[src/design/xft_pkg.sv]
// ============================================================================
// XOR Fenwick tree package
// Shared widths, field codes and parameter defaults for the XOR Fenwick tree.
// ============================================================================
package xft_pkg;

   // Field widths of the request and response items.
   localparam int SIZE_W  = 11;
   localparam int POS_W   = 11;
   localparam int VALUE_W = 32;

   // Walk index width: one bit above a position so that an upward step past
   // the largest size still fits.
   localparam int WALK_W = POS_W + 1;

   // Stream data widths, packed fields padded to whole bytes.
   localparam int REQ_TDATA_W = 56;
   localparam int RSP_TDATA_W = 32;

   // Request kinds carried in tuser.
   localparam logic KIND_UPDATE = 1'b0;
   localparam logic KIND_QUERY  = 1'b1;

   // Size register value after reset.
   localparam logic [SIZE_W-1:0] SIZE_RESET = 11'd1024;

   // Parameter defaults.
   localparam int DEPTH_DEFAULT      = 1024;
   localparam int DATA_WIDTH_DEFAULT = 32;

endpackage

[src/design/xft_engine.sv]
// ============================================================================
// XOR Fenwick tree walk engine
// Sequences the clearing pass, the upward update walk (read, XOR, write back)
// and the two downward query walks over the node memory, and holds the
// result register.
// ============================================================================
module xft_engine #(
   parameter int DEPTH      = xft_pkg::DEPTH_DEFAULT,
   parameter int DATA_WIDTH = xft_pkg::DATA_WIDTH_DEFAULT
) (
   input  logic                       clock,
   input  logic                       reset,
   input  logic                       req_valid,
   output logic                       req_ready,
   input  logic                       req_kind,
   input  logic [xft_pkg::POS_W-1:0]  req_position,
   input  logic [xft_pkg::POS_W-1:0]  req_right_end,
   input  logic [xft_pkg::VALUE_W-1:0] req_value,
   input  logic [xft_pkg::SIZE_W-1:0] size_in_use,
   output logic                       rsp_valid,
   input  logic                       rsp_ready,
   output logic [xft_pkg::VALUE_W-1:0] rsp_range_xor,
   output logic                       mem_wr_en,
   output logic [$clog2(DEPTH)-1:0]   mem_wr_addr,
   output logic [DATA_WIDTH-1:0]      mem_wr_data,
   output logic                       mem_rd_en,
   output logic [$clog2(DEPTH)-1:0]   mem_rd_addr,
   input  logic [DATA_WIDTH-1:0]      mem_rd_data
);

   import xft_pkg::*;

   localparam int ADDR_W  = $clog2(DEPTH);
   localparam int DEPTH_W = $clog2(DEPTH + 1);
   localparam int CMP_W   = (WALK_W > DEPTH_W) ? WALK_W : DEPTH_W;
   localparam logic [ADDR_W-1:0] LAST_ADDR = ADDR_W'(DEPTH - 1);

   localparam logic [1:0] ST_CLEAR = 2'd0;
   localparam logic [1:0] ST_IDLE  = 2'd1;
   localparam logic [1:0] ST_UPD   = 2'd2;
   localparam logic [1:0] ST_QRY   = 2'd3;

   logic [1:0]            state_ff, state_in;
   logic [WALK_W-1:0]     walk_ff, walk_in;
   logic                  phase_ff, phase_in;
   logic [ADDR_W-1:0]     clr_ff, clr_in;
   logic [POS_W-1:0]      pos_ff;
   logic [DATA_WIDTH-1:0] value_ff;
   logic                  query_ff;
   logic                  pend_ff;
   logic [ADDR_W-1:0]     pend_addr_ff;
   logic [DATA_WIDTH-1:0] acc_ff, acc_next;
   logic                  rsp_valid_ff, rsp_valid_in;
   logic [VALUE_W-1:0]    rsp_data_ff;

   logic                  accept;
   logic                  issue;
   logic                  rsp_load;
   logic [WALK_W-1:0]     low_bit;
   logic [WALK_W-1:0]     node_num_m1;
   logic [ADDR_W-1:0]     node_addr;
   logic                  walk_live;
   logic                  in_store;
   logic                  in_size;
   logic                  out_free;

   // Lowbit of the current node and its memory address (node n lives at n-1).
   assign low_bit     = walk_ff & (~walk_ff + WALK_W'(1));
   assign node_num_m1 = walk_ff - WALK_W'(1);
   assign node_addr   = ADDR_W'(node_num_m1);
   assign walk_live   = (walk_ff != '0);
   assign in_store    = (CMP_W'(walk_ff) <= CMP_W'(DEPTH));
   assign in_size     = (walk_ff <= WALK_W'(size_in_use));

   assign req_ready = (state_ff == ST_IDLE);
   assign accept    = req_valid && req_ready;
   assign out_free  = !rsp_valid_ff || rsp_ready;

   // Query accumulator takes the read data that lands this cycle.
   assign acc_next = (pend_ff && query_ff) ? (acc_ff ^ mem_rd_data) : acc_ff;

   // Sequencer for clearing, update walks and query walks.
   always_comb begin
      state_in = state_ff;
      walk_in  = walk_ff;
      phase_in = phase_ff;
      clr_in   = clr_ff;
      issue    = 1'b0;
      rsp_load = 1'b0;
      unique case (state_ff)
         ST_CLEAR: begin
            clr_in = clr_ff + ADDR_W'(1);
            if (clr_ff == LAST_ADDR) begin
               state_in = ST_IDLE;
            end
         end
         ST_IDLE: begin
            if (req_valid) begin
               phase_in = 1'b0;
               if (req_kind == KIND_QUERY) begin
                  walk_in  = WALK_W'(req_right_end);
                  state_in = ST_QRY;
               end else begin
                  walk_in  = WALK_W'(req_position);
                  state_in = ST_UPD;
               end
            end
         end
         ST_UPD: begin
            if (walk_live && in_size && in_store) begin
               issue   = 1'b1;
               walk_in = walk_ff + low_bit;
            end else begin
               state_in = ST_IDLE;
            end
         end
         ST_QRY: begin
            if (walk_live) begin
               issue   = in_store;
               walk_in = walk_ff - low_bit;
            end else if (!phase_ff) begin
               // Second walk covers prefix(position - 1); prefix(0) is empty.
               phase_in = 1'b1;
               walk_in  = (pos_ff == '0) ? '0 : (WALK_W'(pos_ff) - WALK_W'(1));
            end else if (out_free) begin
               rsp_load = 1'b1;
               state_in = ST_IDLE;
            end
         end
      endcase
   end

   // Result register: loaded when a query ends, cleared on a transfer.
   always_comb begin
      if (rsp_load) begin
         rsp_valid_in = 1'b1;
      end else if (rsp_ready) begin
         rsp_valid_in = 1'b0;
      end else begin
         rsp_valid_in = rsp_valid_ff;
      end
   end

   // Control registers.
   always_ff @(posedge clock) begin
      if (reset) begin
         state_ff     <= ST_CLEAR;
         clr_ff       <= '0;
         pend_ff      <= 1'b0;
         rsp_valid_ff <= 1'b0;
      end else begin
         state_ff     <= state_in;
         clr_ff       <= clr_in;
         pend_ff      <= issue;
         rsp_valid_ff <= rsp_valid_in;
      end
   end

   // Walk and payload registers.
   always_ff @(posedge clock) begin
      walk_ff      <= walk_in;
      phase_ff     <= phase_in;
      pend_addr_ff <= node_addr;
      if (accept) begin
         pos_ff   <= req_position;
         value_ff <= DATA_WIDTH'(req_value);
         query_ff <= (req_kind == KIND_QUERY);
         acc_ff   <= '0;
      end else begin
         acc_ff <= acc_next;
      end
      if (rsp_load) begin
         rsp_data_ff <= VALUE_W'(acc_next);
      end
   end

   // Memory ports: the clearing pass owns the write port until it is done.
   assign mem_rd_en   = issue;
   assign mem_rd_addr = node_addr;
   always_comb begin
      if (state_ff == ST_CLEAR) begin
         mem_wr_en   = 1'b1;
         mem_wr_addr = clr_ff;
         mem_wr_data = '0;
      end else begin
         mem_wr_en   = pend_ff && !query_ff;
         mem_wr_addr = pend_addr_ff;
         mem_wr_data = mem_rd_data ^ value_ff;
      end
   end

   assign rsp_valid     = rsp_valid_ff;
   assign rsp_range_xor = rsp_data_ff;

   // A read never outlives the item that issued it.
   assert property (@(posedge clock) disable iff (reset)
      (state_ff == ST_IDLE) |-> !pend_ff)
      else $error("pending node read while idle");

   // The write-back never hits the node being read in the same cycle.
   assert property (@(posedge clock) disable iff (reset)
      (mem_rd_en && mem_wr_en) |-> (mem_rd_addr != mem_wr_addr))
      else $error("read and write-back collide on one node");

   // A new result only appears at the end of a query walk.
   assert property (@(posedge clock) disable iff (reset)
      $rose(rsp_valid_ff) |-> ($past(state_ff) == ST_QRY))
      else $error("result raised outside a query");

   // No result is offered while the store is being cleared.
   assert property (@(posedge clock) disable iff (reset)
      (state_ff == ST_CLEAR) |-> !rsp_valid_ff)
      else $error("result valid during clearing pass");

endmodule

[config.mk]
export PLATFORM = sky130hd
export DESIGN_NAME = xft_engine
export DESIGN_NICKNAME = d
export VERILOG_FILES = /design/src/design/xft_pkg.sv /design/src/design/xft_engine.sv
export SDC_FILE = /design/constraint.sdc
export NUM_CORES = 1
export LEC_CHECK = 0
export BUFFER_PORTS_ARGS = -buffer_cell sky130_fd_sc_hd__buf_2
export CAP_MARGIN = 20
export CORE_ASPECT_RATIO = 0.75
export CORE_MARGIN = 5
export CORE_UTILIZATION = 53
export CTS_BUF_LIST = sky130_fd_sc_hd__clkbuf_16
export DETAILED_ROUTE_END_ITERATION = 12
export GPL_TIMING_DRIVEN = 0
export PLACE_DENSITY = 0.78
export SLEW_MARGIN = 20
export SYNTH_ARGS = -nofsm -noshare
export SYNTH_HDL_FRONTEND = slang
export SYNTH_SLANG_ARGS = --single-unit
[constraint.sdc]
create_clock -name clock -period 6.6 [get_ports clock]
set_clock_uncertainty 0.2 [all_clocks]
set_input_delay 0.99 -clock clock [delete_from_list [all_inputs] [get_ports clock]]
set_output_delay 0.99 -clock clock [all_outputs]
set_load 0.005 [all_outputs]
==> flow_summary.toml <==
[critical_path]
rr_startpoint = "walk_ff[1]$_DFFE_PP_"
slowest_delay_ns = 0.60
endpoint_kind = "output pin"
path_delay_family = "simple AND/OR/NAND/NOR gates"
crit_buf_inv = 2
crit_fanout = 12
cp-start-kind = "flop"
crit_chain = "inv_1 > ha_1 > nor4b_2 > nand3_2 > and2_2 > nor3_1 > o211a_1 > buf_2"
cp_slowest_cell = "edfxtp_1"
required_ns = 5.41
cp.arrival_ns = 3.09
crit_type = "reg -> out"
crit_path_start = "walk_ff[1]$_DFFE_PP_"

[timing]
grt_setup_unrepaired = "no"
relSlewSlack = 0.4927
final_max_slew_viol_count = 0
setup_viol = 0
min_period_ns = 4.276
setup_slack_ns = 2.324
hold_violations = 0
max_clock_freq_mhz = 233.9
setup_tns_ns = 0
period_share = 0.6479
worst_pin_slew_ns = 0.7569

[synthesis]
synth_nets = 788
synth_top_area_frac = 0.3643
ys_seq_area_frac = 0.5171
ys.warnings.count = 0
synthFlopType = "edfxtp_1"
synth.distinct_cells = 69
ys_ff_latch = 145
synth.most_common_cell = "edfxtp_1"
synth_edf_count = 89
synth_top_area_cell = "edfxtp_1"
synth.avg_cell_area_um2 = 11.03
async_flop_share = 0
synth_area_um2 = 7337
synthTopCellsByArea = "edfxtp_1 (36%), dfxtp_1 (15%), xnor2_1 (9.4%)"
synth_commonest_cells = "edfxtp_1 (89), xnor2_1 (79), nand2_1 (63)"
syn_inst = 665

[floorplan]
initial_utilization = 0.5372
die_x_um = 145.9
dieArea_um2 = 16320
die_h_um = 111.9
core_um2 = 13660
ioPinCount = 190
num_rows = 37

[clocking]
cts_hold_buf = 0
tritoncts = "yes"
ctsRootBufferMaster = "clkbuf_16"
cts.sinks = 145
clock_latency_ns = 0.42
clk_pin_slew_worst_paths_ns = 0.07
cts_buffers = 17
htreeDepth = 4
post_cts_buffers = 0
post_cts_resized = 0
cts_max_path_buffers = 2

[placement]
place_ws_ns = 2.699
portBuffers = 189
place.gp.congestion = 0.9288
place_hpwl_mm = 13.94

[layout]
nets = 1000
layout-drive-gt1-share = 0.3022
utilization = 0.6715
syn_to_final_growth_pct = 24.98
fill_cells = 1073

[global_routing]
grt_usage = 0.2259
grt_pass1_wl_mm = 29.48
antenna_found_initial = 1
grt_max_degree = 28
grt-ovfl-total = 0
grt_pass1_vias = 5698

[power_and_ir_drop]
power.leakage_nw = 3.876
power_density_nw_per_um2 = 218.0
vdd_drop_max_mv = 0.2030

[detailed_routing]
viasPerCell = 5.394
drc_errors = 0
first_pass_iters = 5
post_drt_wl_per_cell_um = 17.21
wl_mm = 18.35
detail-route-antenna-nets = 0
drtIter0Drc = 442
vias = 5750

[run_status]
status = "finished, final reports clean"

[worst_hold_path]
min_path_type = "reg -> reg"
holdCritStartpoint = "rsp_valid$_SDFFE_PP0P_"

[job]
cap_violations = 0
==> cell families (layout without fill, tap and decap cells) <==
family | Yosys count | in the layout | synth area share
DFF | 145 | 145 | 0.5171
and+or+nand+nor | 198 | 198 | 0.1356
muxes | 25 | 25 | 0.03598
AOI/OAI and AO/OA | 123 | 123 | 0.1240
other | 0 | 1 | 0
adders and majority gates | 21 | 21 | 0.03581
xor gates and xnor gates | 92 | 92 | 0.1098
buffers and inverters | 61 | 286 | 0.04178
==> area by class of cell <==
cell class | instances | area [um2] | area share
Clock inverter | 15 | 181.4 | 0.01978
Buffer | 31 | 193.9 | 0.02115
Inverter | 30 | 112.6 | 0.01228
Multi-Input combinational cell | 459 | 3249 | 0.3543
Timing Repair Buffer | 193 | 992.2 | 0.1082
Antenna cell | 1 | 2.502 | 0.0002729
Clock buffer | 17 | 425.4 | 0.04639
Tap cell | 175 | 219.0 | 0.02388
Sequential cell | 145 | 3794 | 0.4137
==> registers in the layout, summed over array words and instances, names as in the netlist <==
register and flops:
pend_ff 1, query_ff 1, value_ff 32, phase_ff 1
pos_ff 11, acc_ff 32, rsp_valid 1, rsp_range_xor 32
state_ff 2, clr_ff 10, pend_addr_ff 10, walk_ff 12
==> tightest hold or removal path: stages (launching register included) <==
cell	delay, ns
dfxtp_1	0.31
nand2b_1	0.08
a21oi_1	0.06
==> metal layers <==
layer | vias up | wire length [um] | GRT usage
met3 | 35 | 1655 | 0.08584
met2 | 210 | 8176 | 0.3410
met1 | 2704 | 8171 | 0.3076
met4 | 2 | 335 | 0.05946
li1 | 2799 | - | -
met5 | - | 7 | 0
==> final timing paths <==
kind                                                    end  slack (ns)  depth (start not counted)
worst min-delay path                 rsp_valid$_SDFFE_PP0P_        0.30                          2
worst max-delay path                              mem_rd_en        2.32                          8
worst max register to register  rsp_range_xor[30]$_DFFE_PP_        2.91                          7
worst min register to register       rsp_valid$_SDFFE_PP0P_        0.30                          2
==> cell usage in the layout, fill, tap and decap left out, types with 6 or more instances in the layout <==
master,count
buf_2,189
edfxtp_1,89
xnor2_1,79
nand2_1,63
dfxtp_1,56
nor2_1,54
a21boi_0,32
inv_1,30
ha_1,21
clkbuf_1,20
o21ai_0,19
nor3_1,18
clkbuf_16,17
a21oi_1,16
mux2i_1,14
xor2_1,13
nand3_1,11
mux2_2,11
a211oi_1,8
o22ai_1,7
buf_6,6
nand2b_1,6
nand4_1,6
==> metrics by stage <==
step	cell area [um2]	hold slack, ns	cells	power (mW)
3_5_place_dp	8561	0.2997	1033	1.060
6_report	9170	0.3017	1066	1.999
5_1_grt	9168	0.3267	1065	2.070
2_1_floorplan	7337	0.2678	665	1.013
4_1_cts	9168	0.3090	1065	2.016
3_3_place_gp	8502	0.2905	1029	1.058
==> report_power, final <==
group          switching, mW  total (mW)  internal (mW)
sequential           0.00237       0.960          0.957
clock                  0.443       0.959          0.516
combinational         0.0378      0.0807         0.0429
total                  0.484        2.00           1.52
Power figures use the tool's default switching activity.
